**src/hw/rtl/utfsan_pkg.sv**
```systemverilog
// Shared types, constants and decode helpers for the UTF-8 sanitiser.
package utfsan_pkg;

    localparam logic [7:0] REPL_B0 = 8'hEF;
    localparam logic [7:0] REPL_B1 = 8'hBF;
    localparam logic [7:0] REPL_B2 = 8'hBD;
    localparam int unsigned SEQ_MAX = 4;

    typedef enum logic [1:0] {
        CMD_SEQ  = 2'd0,
        CMD_REPL = 2'd1,
        CMD_END  = 2'd2
    } cmd_kind_t;

    typedef logic [7:0] byte_t;

    typedef struct packed {
        cmd_kind_t                  kind;
        logic [1:0]                 len_m1;
        logic [SEQ_MAX-1:0][7:0]    bytes;
    } cmd_t;

    // Sequence length implied by a lead byte, zero if it cannot lead.
    function automatic logic [2:0] lead_len(input byte_t b);
        logic [2:0] len;
        if (b < 8'h80)
            len = 3'd1;
        else if (b < 8'hC2)
            len = 3'd0;
        else if (b < 8'hE0)
            len = 3'd2;
        else if (b < 8'hF0)
            len = 3'd3;
        else if (b < 8'hF5)
            len = 3'd4;
        else
            len = 3'd0;
        return len;
    endfunction

    function automatic logic is_cont(input byte_t b);
        return (b >= 8'h80) && (b <= 8'hBF);
    endfunction

    // All len bytes present, s0 is a valid lead.
    function automatic logic seq_legal(input byte_t s0, input byte_t s1,
                                       input byte_t s2, input byte_t s3,
                                       input logic [2:0] len);
        byte_t lo;
        byte_t hi;
        logic  ok;
        lo = 8'h80;
        hi = 8'hBF;
        ok = 1'b1;
        if (s0 == 8'hE0)
            lo = 8'hA0;
        else if (s0 == 8'hED)
            hi = 8'h9F;
        else if (s0 == 8'hF0)
            lo = 8'h90;
        else if (s0 == 8'hF4)
            hi = 8'h8F;
        if (len >= 3'd2 && (s1 < lo || s1 > hi))
            ok = 1'b0;
        if (len >= 3'd3 && !is_cont(s2))
            ok = 1'b0;
        if (len >= 3'd4 && !is_cont(s3))
            ok = 1'b0;
        return ok;
    endfunction

endpackage

```
**src/hw/rtl/utf8_sanitize_with_replacement_unit.sv**
```systemverilog
// UTF-8 sanitiser top level: byte in, validated or replaced bytes out.
//
// Input side is a queue write port: a byte with its last mark is taken on a
// clock edge with push high and full low. Output side is a queue read port:
// while empty is low the oldest byte sits on out_byte/out_last and pop takes it.
// Well-formed UTF-8 passes unchanged; each ill-formed position gives EF BF BD
// (runs merge into one), and every string closes with a 0 byte marked last.
// The front end scans a window of up to four bytes, one scan step per cycle
// while the queue has space, and posts commands into a QUEUE_DEPTH-entry
// queue; the back end turns each command into output bytes, one per cycle
// while pop is high. An accepted byte keeps full high while it is scanned:
// a step for each command it yields, or a step that only holds it, and a
// further step for the closing 0 at end of string. The first resulting byte
// passes the command queue and the back end's command register to the outputs.
// A stalled receiver fills the command queue; the front end then holds full
// high until space frees. Reset empties the queue, drops held bytes and
// clears the merge flag; it takes effect at once.
module utf8_sanitize_with_replacement_unit
    import utfsan_pkg::*;
#(
    parameter int QUEUE_DEPTH = 4
)
(
    input  logic        clk,
    input  logic        rst_n,
    input  logic        push,
    input  logic [7:0]  in_byte,
    input  logic        in_last,
    output logic        full,
    output logic        empty,
    input  logic        pop,
    output logic [7:0]  out_byte,
    output logic        out_last
);

    cmd_t q_wr_data;
    cmd_t q_rd_data;
    logic q_wr;
    logic q_full;
    logic q_rd;
    logic q_not_empty;

    utfsan_front u_front (
        .clk      (clk),
        .rst_n    (rst_n),
        .push     (push),
        .in_byte  (in_byte),
        .in_last  (in_last),
        .full     (full),
        .cmd_push (q_wr),
        .cmd      (q_wr_data),
        .cmd_full (q_full)
    );

    utfsan_fifo #(
        .DEPTH (QUEUE_DEPTH)
    ) u_fifo (
        .clk       (clk),
        .rst_n     (rst_n),
        .wr_en     (q_wr),
        .wr_data   (q_wr_data),
        .full      (q_full),
        .rd_en     (q_rd),
        .rd_data   (q_rd_data),
        .not_empty (q_not_empty)
    );

    utfsan_back u_back (
        .clk       (clk),
        .rst_n     (rst_n),
        .cmd_valid (q_not_empty),
        .cmd       (q_rd_data),
        .cmd_pop   (q_rd),
        .empty     (empty),
        .pop       (pop),
        .out_byte  (out_byte),
        .out_last  (out_last)
    );

endmodule

```
**src/hw/rtl/utfsan_front.sv**
```systemverilog
// Front end: collects bytes, scans the held window and issues commands.
module utfsan_front
    import utfsan_pkg::*;
(
    input  logic   clk,
    input  logic   rst_n,
    input  logic   push,
    input  byte_t  in_byte,
    input  logic   in_last,
    output logic   full,
    output logic   cmd_push,
    output cmd_t   cmd,
    input  logic   cmd_full
);

    byte_t      buf_reg  [SEQ_MAX];
    byte_t      buf_next [SEQ_MAX];
    logic [2:0] cnt_reg, cnt_next;
    logic       last_reg, last_next;
    logic       busy_reg, busy_next;

    logic [2:0] len;
    logic [2:0] sh;
    logic [2:0] j;
    logic       legal;

    assign full  = busy_reg;
    assign len   = lead_len(buf_reg[0]);
    assign legal = seq_legal(buf_reg[0], buf_reg[1], buf_reg[2], buf_reg[3], len);

    always_comb
    begin
        buf_next  = buf_reg;
        cnt_next  = cnt_reg;
        last_next = last_reg;
        busy_next = busy_reg;
        cmd_push  = 1'b0;
        sh        = 3'd0;
        j         = 3'd0;
        cmd.kind  = CMD_REPL;
        cmd.len_m1 = 2'(len - 3'd1);
        for (int i = 0; i < SEQ_MAX; i++)
        begin
            cmd.bytes[i] = buf_reg[i];
        end

        if (!busy_reg)
        begin
            if (push)
            begin
                // idle implies at most three bytes held
                buf_next[cnt_reg[1:0]] = in_byte;
                cnt_next  = cnt_reg + 3'd1;
                last_next = in_last;
                busy_next = 1'b1;
            end
        end
        else if (!cmd_full)
        begin
            if (cnt_reg == 3'd0)
            begin
                if (last_reg)
                begin
                    cmd_push = 1'b1;
                    cmd.kind = CMD_END;
                end
                busy_next = 1'b0;
                last_next = 1'b0;
            end
            else if (len == 3'd0)
            begin
                cmd_push = 1'b1;
                sh       = 3'd1;
            end
            else if (len > cnt_reg)
            begin
                // incomplete sequence: hold it, or replace it at end of string
                if (last_reg)
                begin
                    cmd_push = 1'b1;
                    cnt_next = 3'd0;
                end
                else
                begin
                    busy_next = 1'b0;
                end
            end
            else if (legal)
            begin
                cmd_push = 1'b1;
                cmd.kind = CMD_SEQ;
                sh       = len;
            end
            else
            begin
                cmd_push = 1'b1;
                sh       = 3'd1;
            end

            if (sh != 3'd0)
            begin
                for (int i = 0; i < SEQ_MAX; i++)
                begin
                    j = 3'(i) + sh;
                    if (j < 3'(SEQ_MAX))
                        buf_next[i] = buf_reg[j[1:0]];
                end
                cnt_next = cnt_reg - sh;
                if (cnt_next == 3'd0 && !last_reg)
                    busy_next = 1'b0;
            end
        end
    end

    always_ff @(posedge clk or negedge rst_n)
    begin
        if (!rst_n)
        begin
            cnt_reg  <= 3'd0;
            last_reg <= 1'b0;
            busy_reg <= 1'b0;
        end
        else
        begin
            cnt_reg  <= cnt_next;
            last_reg <= last_next;
            busy_reg <= busy_next;
        end
    end

    always_ff @(posedge clk)
    begin
        buf_reg <= buf_next;
    end

endmodule

```
**src/hw/rtl/utfsan_fifo.sv**
```systemverilog
// Small command queue between front and back end.
module utfsan_fifo
    import utfsan_pkg::*;
#(
    parameter int DEPTH = 4
)
(
    input  logic   clk,
    input  logic   rst_n,
    input  logic   wr_en,
    input  cmd_t   wr_data,
    output logic   full,
    input  logic   rd_en,
    output cmd_t   rd_data,
    output logic   not_empty
);

    localparam int PW = $clog2(DEPTH);
    localparam int CW = $clog2(DEPTH + 1);

    cmd_t          mem [DEPTH];
    logic [PW-1:0] wr_ptr_reg, wr_ptr_next;
    logic [PW-1:0] rd_ptr_reg, rd_ptr_next;
    logic [CW-1:0] count_reg, count_next;
    logic          do_wr, do_rd;

    assign full      = (count_reg == CW'(DEPTH));
    assign not_empty = (count_reg != '0);
    assign rd_data   = mem[rd_ptr_reg];
    assign do_wr     = wr_en && !full;
    assign do_rd     = rd_en && not_empty;

    always_comb
    begin
        wr_ptr_next = wr_ptr_reg;
        rd_ptr_next = rd_ptr_reg;
        count_next  = count_reg;
        if (do_wr)
            wr_ptr_next = (wr_ptr_reg == PW'(DEPTH - 1)) ? '0 : wr_ptr_reg + 1'b1;
        if (do_rd)
            rd_ptr_next = (rd_ptr_reg == PW'(DEPTH - 1)) ? '0 : rd_ptr_reg + 1'b1;
        if (do_wr && !do_rd)
            count_next = count_reg + 1'b1;
        else if (do_rd && !do_wr)
            count_next = count_reg - 1'b1;
    end

    always_ff @(posedge clk or negedge rst_n)
    begin
        if (!rst_n)
        begin
            wr_ptr_reg <= '0;
            rd_ptr_reg <= '0;
            count_reg  <= '0;
        end
        else
        begin
            wr_ptr_reg <= wr_ptr_next;
            rd_ptr_reg <= rd_ptr_next;
            count_reg  <= count_next;
        end
    end

    always_ff @(posedge clk)
    begin
        if (do_wr)
            mem[wr_ptr_reg] <= wr_data;
    end

endmodule

```
**src/hw/rtl/utfsan_back.sv**
```systemverilog
// Back end: expands commands into output bytes, merges adjacent replacements.
module utfsan_back
    import utfsan_pkg::*;
(
    input  logic   clk,
    input  logic   rst_n,
    input  logic   cmd_valid,
    input  cmd_t   cmd,
    output logic   cmd_pop,
    output logic   empty,
    input  logic   pop,
    output byte_t  out_byte,
    output logic   out_last
);

    cmd_t       cur_reg, cur_next;
    logic       valid_reg, valid_next;
    logic [1:0] idx_reg, idx_next;
    logic       repl_sent_reg, repl_sent_next;
    logic [1:0] end_idx;
    logic       at_end;
    logic       slot_free;

    assign empty = !valid_reg;

    always_comb
    begin
        case (cur_reg.kind)
            CMD_SEQ:  end_idx = cur_reg.len_m1;
            CMD_REPL: end_idx = 2'd2;
            default:  end_idx = 2'd0;
        endcase
    end

    assign at_end    = (idx_reg == end_idx);
    assign slot_free = !valid_reg || (pop && at_end);
    assign cmd_pop   = cmd_valid && slot_free;

    always_comb
    begin
        out_last = 1'b0;
        case (cur_reg.kind)
            CMD_SEQ:
                out_byte = cur_reg.bytes[idx_reg];
            CMD_REPL:
            begin
                case (idx_reg)
                    2'd0:    out_byte = REPL_B0;
                    2'd1:    out_byte = REPL_B1;
                    default: out_byte = REPL_B2;
                endcase
            end
            default:
            begin
                out_byte = 8'h00;
                out_last = 1'b1;
            end
        endcase
    end

    always_comb
    begin
        cur_next       = cur_reg;
        valid_next     = valid_reg;
        idx_next       = idx_reg;
        repl_sent_next = repl_sent_reg;
        if (valid_reg && pop)
        begin
            idx_next = idx_reg + 2'd1;
            if (at_end)
                valid_next = 1'b0;
        end
        if (cmd_pop)
        begin
            // a replacement right after another one is dropped here
            if (cmd.kind == CMD_REPL && repl_sent_reg)
            begin
                valid_next = 1'b0;
            end
            else
            begin
                cur_next       = cmd;
                valid_next     = 1'b1;
                idx_next       = 2'd0;
                repl_sent_next = (cmd.kind == CMD_REPL);
            end
        end
    end

    always_ff @(posedge clk or negedge rst_n)
    begin
        if (!rst_n)
        begin
            valid_reg     <= 1'b0;
            idx_reg       <= 2'd0;
            repl_sent_reg <= 1'b0;
        end
        else
        begin
            valid_reg     <= valid_next;
            idx_reg       <= idx_next;
            repl_sent_reg <= repl_sent_next;
        end
    end

    always_ff @(posedge clk)
    begin
        cur_reg <= cur_next;
    end

endmodule

```
**config.mk**
```make
export PLATFORM = sky130hd
export DESIGN_NAME = utf8_sanitize_with_replacement_unit
export DESIGN_NICKNAME = d
export VERILOG_FILES = /design/src/hw/rtl/utfsan_pkg.sv /design/src/hw/rtl/utf8_sanitize_with_replacement_unit.sv /design/src/hw/rtl/utfsan_front.sv /design/src/hw/rtl/utfsan_fifo.sv /design/src/hw/rtl/utfsan_back.sv
export SDC_FILE = /design/constraint.sdc
export NUM_CORES = 1
export LEC_CHECK = 0
export ABC_AREA = 0
export BUFFER_PORTS_ARGS = -buffer_cell sky130_fd_sc_hd__clkbuf_2
export CORE_MARGIN = 4
export CORE_UTILIZATION = 63
export DETAILED_ROUTE_END_ITERATION = 16
export PLACE_DENSITY = 0.8
export SYNTH_ARGS = -nofsm -noshare
export SYNTH_HDL_FRONTEND = slang
export SYNTH_SLANG_ARGS = --single-unit
```
**constraint.sdc**
```tcl
create_clock -name clk -period 8.75 [get_ports clk]
set_clock_uncertainty 0.05 [all_clocks]
set_input_delay 0.875 -clock clk [delete_from_list [all_inputs] [get_ports clk]]
set_output_delay 0.875 -clock clk [all_outputs]
set_load 0.02 [all_outputs]
```
==> flow_metrics.tcl <==
set metrics [dict create \
    wirelength_mm 24.5 \
    critical_path_required_ns 8.82 \
    yosys.cell_types.count 71 \
    seq_area_mm2 0.00677 \
    fin_nets 750 \
    critical_path.startpoint_type "register" \
    yosysTopAreaCellShare_pct 59.8 \
    rsz0062_at_grt "no" \
    drive_gt1_share_pct 21.0 \
    grt_pass1_wl_mm 37.9 \
    grt_start_max_net_pins 55 \
    grt-ovfl-total 0 \
    synth_largest_area_cell "edfxtp_1" \
    largest_reg_flops 144 \
    drt_iter0_drc 679 \
    cts.repair.resized 0 \
    max_freq_mhz 175 \
    ys_warn_count 0 \
    num_rows 47 \
    path_clk_slew_ns 0.06 \
    place_congestion 0.874 \
    outcome "completed" \
    final-hold-violation-count 0 \
    ys_ff_latch 228 \
    arrival_ns 5.80 \
    syn_area_mm2 0.0106 \
    syn_inst 692 \
    synth_common_cells "edfxtp_1, mux4_2, nand3_1" \
    antennaDiodeCount 0 \
    ant_nets 0 \
    worst_slew_pin_slew_ns 1.20 \
    final_core_util_pct 70.7 \
    route.detailed.drc 0 \
    fin_setup_tns_ns 0 \
    crit_path_end_kind "register" \
    hold_class "input pin to asynchronous set/reset pin" \
    layout_worst_path_cycle_share_pct 65.4 \
    report.final.slew_viol_count 0 \
    core_mm2 0.0166 \
    yosysSeqAreaShare_pct 63.6 \
    synth.most_common_cell "edfxtp_1" \
    dieWidth_um 138 \
    synthFlopType "edfxtp_1" \
    wl_per_cell_um 25.9 \
    period_needed_ns 5.72 \
    route.vias.total 6403 \
    avgViaCountPerCell 6.75 \
    ff2ff_setup_slack_ns 3.03 \
    htree_num_levels 1 \
    dr.pass1.iters 7 \
    cts_setup_buffers 0 \
    synth_edf_count 212 \
    area_growth_pct 10.2 \
    dp_hpwl_mm 14.9 \
    relSlewSlack_pct 19.3 \
    boundaryPins 24 \
    clock_latency_ns 0.51 \
    die_h_um 138 \
    setup_viol 0 \
    hold_buffers 0 \
    reg2reg_depth 14 \
    crit_type "register to register" \
    antenna_found_initial 0 \
    fillers 1071 \
    dieArea_mm2 0.0190 \
    async_flop_share_pct 7.02 \
    tritoncts "built" \
    synth_area_leaders "edfxtp_1, mux4_2, dfrtp_1, ha_1, nand3_1" \
    cts.sinks 228 \
    numCtsBuffers 24 \
    grt_pass1_vias 6438 \
    cp_max_fo 29 \
    syn_area_per_cell_um2 15.4 \
    grt_usage_pct 26.7 \
    drv_cap 0 \
    synth.net_count 731 \
    start_util_pct 64.2 \
    clockBufferDepth 3 \
    multi_input_area_mm2 0.00361 \
    port-buffer-count 23 \
    cts-root-buf "clkbuf_16" \
]
==> cell families after synthesis <==
group                    share of synthesized area, %
flip-flops                                       63.6
AND/OR/NAND/NOR                                  8.05
AO/OA/AOI/OAI                                    9.68
multiplexers                                     12.3
buffers and inverters                            2.68
adder cells (fa/ha/maj)                          3.20
XOR/XNOR                                        0.576
==> through the flow <==
stage	worst slack, ns	std cells	instance area [um^2]	hold WS [ns]
finish	3.03	949	11700	0.262
floorplan	4.46	692	10600	0.415
global placement	3.34	905	10900	0.435
CTS	3.08	949	11700	0.269
detailed placement	3.12	905	10900	0.451
global route	2.61	949	11700	0.285
==> final timing paths <==
| check | from | to |
|---|---|---|
| worst max-delay path | u_front.cmd[3]$_DFFE_PP_ | u_front.cmd[10]$_DFFE_PP_ |
| max in group asynchronous | rst_n | u_fifo.rd_ptr_reg[0]$_DFFE_PN0P_ |
| worst min register to register | u_fifo.count_reg[2]$_DFFE_PN0P_ | u_fifo.count_reg[2]$_DFFE_PN0P_ |
| worst max register to register | u_front.cmd[3]$_DFFE_PP_ | u_front.cmd[10]$_DFFE_PP_ |
| min in group clk | u_fifo.count_reg[2]$_DFFE_PN0P_ | u_fifo.count_reg[2]$_DFFE_PN0P_ |
| worst min-delay path | rst_n | u_back.valid_reg$_DFFE_PN0P_ |
==> worst max-delay path: stages (launching register included) <==
cell and delay [ns]:
edfxtp_1 0.58, nand2b_1 0.32, o22a_1 0.25, nor4_1 0.29
ha_1 0.33, a21oi_1 0.13, a31oi_1 0.07, nor4_2 0.54
a21boi_2 0.18, o21ai_4 0.74, inv_4 0.36, ha_1 0.33
nor3_1 0.17, a21oi_1 0.06, a211oi_1 0.92
==> placed cells by master (no fill, tap or decap), drive strengths merged, types with 16 or more instances in the layout <==
cell / n
o21ai: 20
mux4: 44
and3: 17
ha: 24
mux2i: 19
dfrtp: 16
nand2: 37
clkbuf: 50
nand3: 39
a211oi: 17
edfxtp: 212
inv: 24
nor2: 33
==> final cells by class <==
class	instances	area share (%)
Clock buffer	27	5.40
Clock inverter	17	1.45
Inverter	24	0.800
Multi-Input combinational cell	401	30.7
Sequential cell	228	57.7
Tap cell	220	2.35
Timing Repair Buffer	32	1.56
==> metal layers <==
layer | global-route usage [%] | vias up | wire, um
li1 | - | 2796 | -
met1 | 38.3 | 3244 | 10000
met2 | 43.5 | 327 | 12100
met3 | 5.26 | 36 | 2070
met4 | 5.54 | 0 | 343
met5 | 0 | - | 0
Power is not shown: default switching activity piles up to over one toggle a cycle in this logic, so the estimate is an artifact.
